`src/rtl/deqs_pkg.sv`:
```
`default_nettype none
package deqs_pkg;

  localparam int DEF_CAPACITY   = 16;
  localparam int DEF_DATA_WIDTH = 32;

  localparam int ACTION_W = 3;
  localparam int POS_W    = 4;
  localparam int ITEM_W   = 32;
  localparam int READ_W   = 32;
  localparam int COUNT_W  = 5;
  localparam int STATUS_W = 2;

  localparam int S_DATA_W = 40;
  localparam int M_DATA_W = 40;

  localparam logic [ACTION_W-1:0] ACT_PUSH_FRONT = 3'd0;
  localparam logic [ACTION_W-1:0] ACT_PUSH_BACK  = 3'd1;
  localparam logic [ACTION_W-1:0] ACT_READ_IDX   = 3'd2;
  localparam logic [ACTION_W-1:0] ACT_WRITE_IDX  = 3'd3;
  localparam logic [ACTION_W-1:0] ACT_READ_FRONT = 3'd4;
  localparam logic [ACTION_W-1:0] ACT_READ_BACK  = 3'd5;

  localparam logic [STATUS_W-1:0] STS_OK    = 2'd0;
  localparam logic [STATUS_W-1:0] STS_RANGE = 2'd1;
  localparam logic [STATUS_W-1:0] STS_FULL  = 2'd2;
  localparam logic [STATUS_W-1:0] STS_EMPTY = 2'd3;

  typedef struct packed {
    logic load;
    logic exec;
  } deqs_cmd_t;

endpackage
`default_nettype wire

```
`src/rtl/deqs_ctrl.sv`:
```
`default_nettype none
module deqs_ctrl (
  input  wire                clk,
  input  wire                rst,
  input  wire                s_tvalid,
  output logic               s_tready,
  output logic               m_tvalid,
  input  wire                m_tready,
  output deqs_pkg::deqs_cmd_t cmd
);
  import deqs_pkg::*;

  localparam logic [1:0] ST_IDLE = 2'd0;
  localparam logic [1:0] ST_EXEC = 2'd1;
  localparam logic [1:0] ST_OUT  = 2'd2;

  logic [1:0] state;
  logic [1:0] state_next;

  assign s_tready = (state == ST_IDLE);
  assign m_tvalid = (state == ST_OUT);
  assign cmd.load = s_tvalid && s_tready;
  assign cmd.exec = (state == ST_EXEC);

  always_comb begin
    state_next = state;
    unique case (state)
      ST_IDLE: if (s_tvalid) state_next = ST_EXEC;
      ST_EXEC: state_next = ST_OUT;
      ST_OUT:  if (m_tready) state_next = ST_IDLE;
      default: state_next = ST_IDLE;
    endcase
  end

  always_ff @(posedge clk) begin
    if (rst) begin
      state <= ST_IDLE;
    end else begin
      state <= state_next;
    end
  end

endmodule
`default_nettype wire

```
`src/rtl/deqs_datapath.sv`:
```
`default_nettype none
module deqs_datapath #(
  parameter int CAPACITY   = deqs_pkg::DEF_CAPACITY,
  parameter int DATA_WIDTH = deqs_pkg::DEF_DATA_WIDTH
) (
  input  wire                                clk,
  input  wire                                rst,
  input  deqs_pkg::deqs_cmd_t                cmd,
  input  wire  [deqs_pkg::ACTION_W-1:0]      action,
  input  wire  [deqs_pkg::POS_W-1:0]         position,
  input  wire  [deqs_pkg::ITEM_W-1:0]        item_value,
  output logic [deqs_pkg::READ_W-1:0]        read_value,
  output logic [deqs_pkg::COUNT_W-1:0]       element_count,
  output logic                               is_empty,
  output logic [deqs_pkg::STATUS_W-1:0]      status
);
  import deqs_pkg::*;

  localparam int IDXW = (CAPACITY > 1) ? $clog2(CAPACITY) : 1;
  localparam int CNTW = $clog2(CAPACITY + 1);

  // latched item
  logic [ACTION_W-1:0]   act_q;
  logic [POS_W-1:0]      pos_q;
  logic [DATA_WIDTH-1:0] val_q;

  // queue state
  logic [IDXW-1:0] head;
  logic [IDXW-1:0] head_next;
  logic [CNTW-1:0] count;
  logic [CNTW-1:0] count_next;

  logic [DATA_WIDTH-1:0] mem [CAPACITY];
  logic [DATA_WIDTH-1:0] mem_q;

  logic                rd_sel;
  logic [STATUS_W-1:0] status_q;

  // exec-cycle decode
  logic [DATA_WIDTH+ITEM_W-1:0] val_ext;
  logic [CNTW+POS_W-1:0]        pos_ext;
  logic [CNTW+POS_W-1:0]        cnt_ext;
  logic [CNTW-1:0]              cnt_dec;
  logic [IDXW-1:0]              logical;
  logic [IDXW:0]                slot_sum;
  logic [IDXW-1:0]              slot;
  logic [IDXW-1:0]              head_dec;
  logic [IDXW-1:0]              addr;
  logic                         full;
  logic                         empty;
  logic                         in_range;
  logic                         we;
  logic                         re;
  logic [STATUS_W-1:0]          sts;
  logic [DATA_WIDTH+READ_W-1:0] rd_ext;
  logic [CNTW+COUNT_W-1:0]      cnt_out_ext;

  assign val_ext = {{DATA_WIDTH{1'b0}}, item_value};
  assign pos_ext = {{CNTW{1'b0}}, pos_q};
  assign cnt_ext = {{POS_W{1'b0}}, count};
  assign cnt_dec = count - CNTW'(1);
  assign full    = (count == CNTW'(CAPACITY));
  assign empty   = (count == '0);
  assign in_range = (pos_ext < cnt_ext);

  // logical index relative to head, per action
  always_comb begin
    logical = '0;
    unique case (act_q)
      ACT_PUSH_BACK:                logical = count[IDXW-1:0];
      ACT_READ_IDX, ACT_WRITE_IDX:  logical = pos_ext[IDXW-1:0];
      ACT_READ_BACK:                logical = cnt_dec[IDXW-1:0];
      default:                      logical = '0;
    endcase
  end

  // circular wrap, sum stays below twice the capacity for every access that is carried out
  assign slot_sum = {1'b0, head} + {1'b0, logical};
  assign slot = (slot_sum >= (IDXW+1)'(CAPACITY)) ?
                IDXW'(slot_sum - (IDXW+1)'(CAPACITY)) : slot_sum[IDXW-1:0];
  assign head_dec = (head == '0) ? IDXW'(CAPACITY - 1) : head - IDXW'(1);

  always_comb begin
    we         = 1'b0;
    re         = 1'b0;
    sts        = STS_OK;
    addr       = slot;
    head_next  = head;
    count_next = count;
    unique case (act_q)
      ACT_PUSH_FRONT: begin
        addr = head_dec;
        if (full) begin
          sts = STS_FULL;
        end else begin
          we         = 1'b1;
          head_next  = head_dec;
          count_next = count + CNTW'(1);
        end
      end
      ACT_PUSH_BACK: begin
        if (full) begin
          sts = STS_FULL;
        end else begin
          we         = 1'b1;
          count_next = count + CNTW'(1);
        end
      end
      ACT_READ_IDX: begin
        if (in_range) re = 1'b1;
        else sts = STS_RANGE;
      end
      ACT_WRITE_IDX: begin
        if (in_range) we = 1'b1;
        else sts = STS_RANGE;
      end
      ACT_READ_FRONT, ACT_READ_BACK: begin
        if (empty) sts = STS_EMPTY;
        else re = 1'b1;
      end
      default: begin
      end
    endcase
  end

  always_ff @(posedge clk) begin
    if (cmd.load) begin
      act_q <= action;
      pos_q <= position;
      val_q <= val_ext[DATA_WIDTH-1:0];
    end
    if (cmd.exec) begin
      rd_sel   <= re;
      status_q <= sts;
    end
  end

  always_ff @(posedge clk) begin
    if (rst) begin
      head  <= '0;
      count <= '0;
    end else if (cmd.exec) begin
      head  <= head_next;
      count <= count_next;
    end
  end

  always_ff @(posedge clk) begin
    if (cmd.exec && we) mem[addr] <= val_q;
    if (cmd.exec && re) mem_q <= mem[addr];
  end

  assign rd_ext        = {{READ_W{1'b0}}, mem_q};
  assign cnt_out_ext   = {{COUNT_W{1'b0}}, count};
  assign read_value    = rd_sel ? rd_ext[READ_W-1:0] : '0;
  assign element_count = cnt_out_ext[COUNT_W-1:0];
  assign is_empty      = (count == '0);
  assign status        = status_q;

endmodule
`default_nettype wire

```
`src/rtl/double_ended_queue_store_core.sv`:
```
`default_nettype none
// fixed-capacity double-ended queue kept as a circular buffer (head pointer plus count).
// each input transaction carries an action in s_tuser: push front, push back, read or
// write at a logical index (0 is the front), read front or read back. every input
// transaction gives exactly one output transaction with the element read (zero if none),
// the count and empty flag after the action, and a status: ok, index out of range,
// push dropped because full, or front/back access on an empty queue. there are no pops.
// an item is handled in order: it is accepted, then the pointer calculation and the single
// memory access are done, then the result is presented; the block holds one item at a
// time, so the next item is taken after the result transaction.
// reset clears head and count only; storage needs no clearing since only pushed slots
// are ever read.
module double_ended_queue_store_core #(
  parameter int CAPACITY   = deqs_pkg::DEF_CAPACITY,
  parameter int DATA_WIDTH = deqs_pkg::DEF_DATA_WIDTH
) (
  input  wire                            clk,
  input  wire                            rst,
  // input stream
  input  wire                            s_tvalid,
  output logic                           s_tready,
  input  wire  [deqs_pkg::S_DATA_W-1:0]  s_tdata,  // position[3:0], item_value[35:4], zero pad
  input  wire  [deqs_pkg::ACTION_W-1:0]  s_tuser,  // action[2:0]
  // result stream
  output logic                           m_tvalid,
  input  wire                            m_tready,
  output logic [deqs_pkg::M_DATA_W-1:0]  m_tdata   // read_value[31:0], element_count[36:32],
                                                   // is_empty[37], status[39:38]
);
  import deqs_pkg::*;

  deqs_cmd_t cmd;

  logic [READ_W-1:0]   read_value;
  logic [COUNT_W-1:0]  element_count;
  logic                is_empty;
  logic [STATUS_W-1:0] status;

  // sequencing: idle -> exec -> hold result until taken
  deqs_ctrl u_ctrl (
    .clk      (clk),
    .rst      (rst),
    .s_tvalid (s_tvalid),
    .s_tready (s_tready),
    .m_tvalid (m_tvalid),
    .m_tready (m_tready),
    .cmd      (cmd)
  );

  // pointers, storage and result fields
  deqs_datapath #(
    .CAPACITY   (CAPACITY),
    .DATA_WIDTH (DATA_WIDTH)
  ) u_datapath (
    .clk           (clk),
    .rst           (rst),
    .cmd           (cmd),
    .action        (s_tuser),
    .position      (s_tdata[POS_W-1:0]),
    .item_value    (s_tdata[POS_W+ITEM_W-1:POS_W]),
    .read_value    (read_value),
    .element_count (element_count),
    .is_empty      (is_empty),
    .status        (status)
  );

  // result fields packed from the low bit up
  assign m_tdata = {status, is_empty, element_count, read_value};

endmodule
`default_nettype wire
```
`config.mk`:
```
export PLATFORM = sky130hd
export DESIGN_NAME = double_ended_queue_store_core
export DESIGN_NICKNAME = d
export VERILOG_FILES = /design/src/rtl/deqs_pkg.sv /design/src/rtl/deqs_ctrl.sv /design/src/rtl/deqs_datapath.sv /design/src/rtl/double_ended_queue_store_core.sv
export SDC_FILE = /design/constraint.sdc
export NUM_CORES = 1
export LEC_CHECK = 0
export BUFFER_PORTS_ARGS = -buffer_cell sky130_fd_sc_hd__buf_2
export CORE_MARGIN = 2
export CORE_UTILIZATION = 40
export DETAILED_ROUTE_END_ITERATION = 6
export GPL_TIMING_DRIVEN = 0
export HOLD_SLACK_MARGIN = 0.08
export SETUP_SLACK_MARGIN = 0.05
export SYNTH_ARGS = -nofsm -noshare
export SYNTH_HDL_FRONTEND = slang
export SYNTH_SLANG_ARGS = --single-unit
```
`constraint.sdc`:
```
create_clock -name clk -period 6 [get_ports clk]
set_clock_uncertainty 0.15 [all_clocks]
set_input_delay 0.3 -clock clk [delete_from_list [all_inputs] [get_ports clk]]
set_output_delay 0.3 -clock clk [all_outputs]
set_load 0.005 [all_outputs]
```
==> flow_metrics.env <==
export IMPL_ys_seq_area_share_pct=73.38
export IMPL_synthXorXnorAreaFrac_pct=0.3968
export IMPL_outcome="completed"
export IMPL_clkLatencyLatePin_ps=580
export IMPL_viasPerCell=5.080
export IMPL_reg2reg_depth=17
export IMPL_clkSlewWorstSetupHoldPaths_ps=60
export IMPL_core_um2=60130
export IMPL_antenna_found_initial=0
export IMPL_grtUsageTotal_pct=17.30
export IMPL_timing_final_crit_share_pct=78.00
export IMPL_hold_worst_slack_ps=275.5
export IMPL_worst_path_max_fanout=8
export IMPL_port_buffers=84
export IMPL_yosys_area_top_type="edfxtp_1"
export IMPL_dpl_hpwl_um=35800
export IMPL_synth_cells=1313
export IMPL_dieWidth_um=250.4
export IMPL_hold_violations=0
export IMPL_fin_util_pct=48.26
export IMPL_layout_min_cycle_time_ps=4680
export IMPL_ir_drop_mv=0.1721
export IMPL_cp_required_ps=6130
export IMPL_drtIter0Drc=881
export IMPL_post_dp_cell_area_um2=26570
export IMPL_crit_type="reg -> reg"
export IMPL_cp_common_cell="buf_4"
export IMPL_cp_depth=17
export IMPL_rows=90
export IMPL_maxCapViolCount=0
export IMPL_synth_warnings=0
export IMPL_drive_gt1_share_pct=20.14
export IMPL_final_instance_count_excl_fill=2396
export IMPL_slew_headroom_pct=32.08
export IMPL_cts_root_buf="clkbuf_16"
export IMPL_grt_pass1_vias=12700
export IMPL_cp_slowest_stage_delay_ps=680
export IMPL_synth_top_family_by_area="multiplexers"
export IMPL_clockBufferDepth=3
export IMPL_dieArea_um2=62690
export IMPL_p_leak_nw=10.19
export IMPL_antenna_cells=0
export IMPL_grt_max_degree=41
export IMPL_numPlacedInstances=2239
export IMPL_finalSetupViolCount=0
export IMPL_synth_main_ff_cell="edfxtp_1"
export IMPL_syn_cell_area_um2=24280
export IMPL_startpoint_type="flip-flop"
export IMPL_nNetsFinal=1624
export IMPL_synthMuxAreaShare_pct=20.05
export IMPL_fmax_mhz=213.7
export IMPL_cts_setup_buffers=0
export IMPL_cts_buffers=66
export IMPL_detail_route_wl_per_cell_um=22.42
export IMPL_place_ws_ps=1322
export IMPL_finalMaxSlewViolations=0
export IMPL_worst_path_max_delay_cell="nor4_2"
export IMPL_worst_setup_path_end_kind="flip-flop"
export IMPL_first_pass_iters=5
export IMPL_synthToLayoutAreaGrowth_pct=19.52
export IMPL_grt_first_pass_wirelength_um=80020
export IMPL_start_util_pct=40.38
export IMPL_synthAdderAreaFrac_pct=0.5978
export IMPL_ys_types=42
export IMPL_hp_class="in -> reg"
export IMPL_cts_tree="built"
export IMPL_worstMarginPinSlew_ps=1019
export IMPL_critical_path_top_delay_family="buffers and inverters"
export IMPL_synth_nets=1371
export IMPL_yosys_area_share_simple_pct=2.453
export IMPL_ios=89
export IMPL_crit_chain="inv_1 > ha_1 > nand2_1 > o21ai_0 > o21ai_0 > ha_1 > a21o_1 > a21oi_1 > xor2_1 > xnor2_1 > mux2_2 > buf_6 > nor4_2 > buf_4 > buf_4 > buf_4 > buf_4"
export IMPL_globalplace_congestion=0.7827
export IMPL_async_flop_share_pct=0
export IMPL_synth_compound_area_share_pct=0.8554
export IMPL_holdPathStages=2
export IMPL_crit_arrival_ps=4810
export IMPL_route_detailed_drc=0
export IMPL_final_area_um2=29020
export IMPL_crit_buf_inv=6
export IMPL_clock_sinks=597
export IMPL_synth_edf_count=586
export IMPL_yosys_top_cells_area="edfxtp_1 (72%), mux2i_1 (20%), buf_6 (1.3%)"
export IMPL_drt_wl_total_um=53710
export IMPL_ys_ff_latch=597
export IMPL_dieHeight_um=250.4
export IMPL_antenna_left=0
export IMPL_rsz0062_at_grt="false"
export IMPL_synth_area_per_cell_um2=18.49
export IMPL_vias=12170
export IMPL_htreeDepth=3
export IMPL_grt_overflow_total=0
export IMPL_power_density_nw_per_um2=326.2
export IMPL_synth_top_area_share_pct=72.48
export IMPL_setup_ws_ps=1320
[logic make-up after synthesis]
family,Yosys count
AOI/OAI and AO/OA,29
muxes,486
xor gates and xnor gates,11
DFF,597
buffers and inverters,76
and+or+nand+nor,103
adders and majority gates,11
[per-layer routing]
layer  wire length, um  part of all wire (%)  GRT usage [%]  vias up
met1             23500                    44          22.80     6172
met2             26940                    50          29.87      295
met5                 0                     0              0        -
met4               784                   1.5          4.790        0
li1                  -                     -              -     5645
met3              2483                   4.6          2.567       59
[registers in the layout, summed over array words and instances (netlist names)]
name and flops:
u_ctrl.state 2, u_datapath.act_q 3, u_datapath.element_count 5, u_datapath.head 4, u_datapath.mem 512, u_datapath.mem_q 32, u_datapath.pos_q 4, u_datapath.rd_sel 1
u_datapath.status 2, u_datapath.val_q 32
[placed cells by master, fill, tap and decap left out, drive strengths merged, types with 2 or more instances in the layout]
cell           n
clkinv        15
dlygate4sd3   41
nor2b          5
a2111oi        2
nor4           5
inv           11
nand2         14
buf          205
a21o           4
mux2i        483
edfxtp       586
and2          33
nor2          17
nand4          2
ha            10
mux2           3
dfxtp         11
clkbuf        97
o21ai          7
clkinvlp       6
nor4b          2
xnor2          8
nor3b          4
nor3           9
bufinv         2
nand2b         5
nand3          5
a21oi          9
o31ai          2
xor2           3
[through the flow]
step | total power (W) | TNS [ps]
3_3_place_gp | 0.005734 | -1061680
2_1_floorplan | 0.005449 | -26320
5_1_grt | 0.009785 | 0
6_report | 0.009464 | 0
4_1_cts | 0.009560 | 0
3_5_place_dp | 0.005761 | 0
[cell type report]
type                            count  area, um2
Tap cell                          782      978.4
Inverter                            9      33.78
Sequential cell                   597      17820
Timing Repair Buffer              185       1604
Multi-Input combinational cell    640       6036
Clock buffer                       91       1839
Clock inverter                     25      193.9
Buffer                             67      515.5
Fill cell                        5017      31110
[cell usage after synthesis (2+ instances only)]
| library cell | number |
|---|---|
| xor2_1 | 3 |
| buf_6 | 27 |
| clkbuf_1 | 5 |
| a21oi_1 | 9 |
| o31ai_1 | 2 |
| nor2b_1 | 5 |
| nor2_1 | 17 |
| nand2b_1 | 5 |
| buf_4 | 6 |
| nor3b_1 | 4 |
| nand2_1 | 14 |
| mux2i_1 | 483 |
| xnor2_1 | 8 |
| a21o_1 | 4 |
| o21ai_0 | 6 |
| inv_1 | 8 |
| edfxtp_1 | 586 |
| and2_1 | 33 |
| nor3_1 | 4 |
| buf_2 | 28 |
| nor3_2 | 5 |
| nand3_1 | 5 |
| dfxtp_1 | 11 |
| nand4_1 | 2 |
| ha_1 | 10 |
| nor4_1 | 5 |
| mux2_2 | 3 |
[repair_timing]
item / in CTS / in global routing
hold endpoints to repair: 41 / 0
gates resized for setup: 0 / 0
hold buffers: 41 / 0
[power breakdown]
part           leakage (nW)  switching [W]  internal [W]
clock                 0.977        0.00155       0.00223
sequential             5.38      0.0000656       0.00465
combinational          3.83       0.000538      0.000423
total                  10.2        0.00216       0.00731
[final timing paths]
check                                                               from                              end  slack [ps]
worst max register to register  u_datapath.element_count[0]$_SDFFE_PP0P_   u_datapath.mem[2][9]$_DFFE_PP_        1320
worst max-delay path            u_datapath.element_count[0]$_SDFFE_PP0P_   u_datapath.mem[2][9]$_DFFE_PP_        1320
worst min register to register           u_datapath.head[0]$_SDFFE_PP0P_  u_datapath.head[0]$_SDFFE_PP0P_         420
worst min-delay path                                         s_tdata[30]   u_datapath.val_q[26]$_DFFE_PP_         280
(Power assumes the default switching activity.)
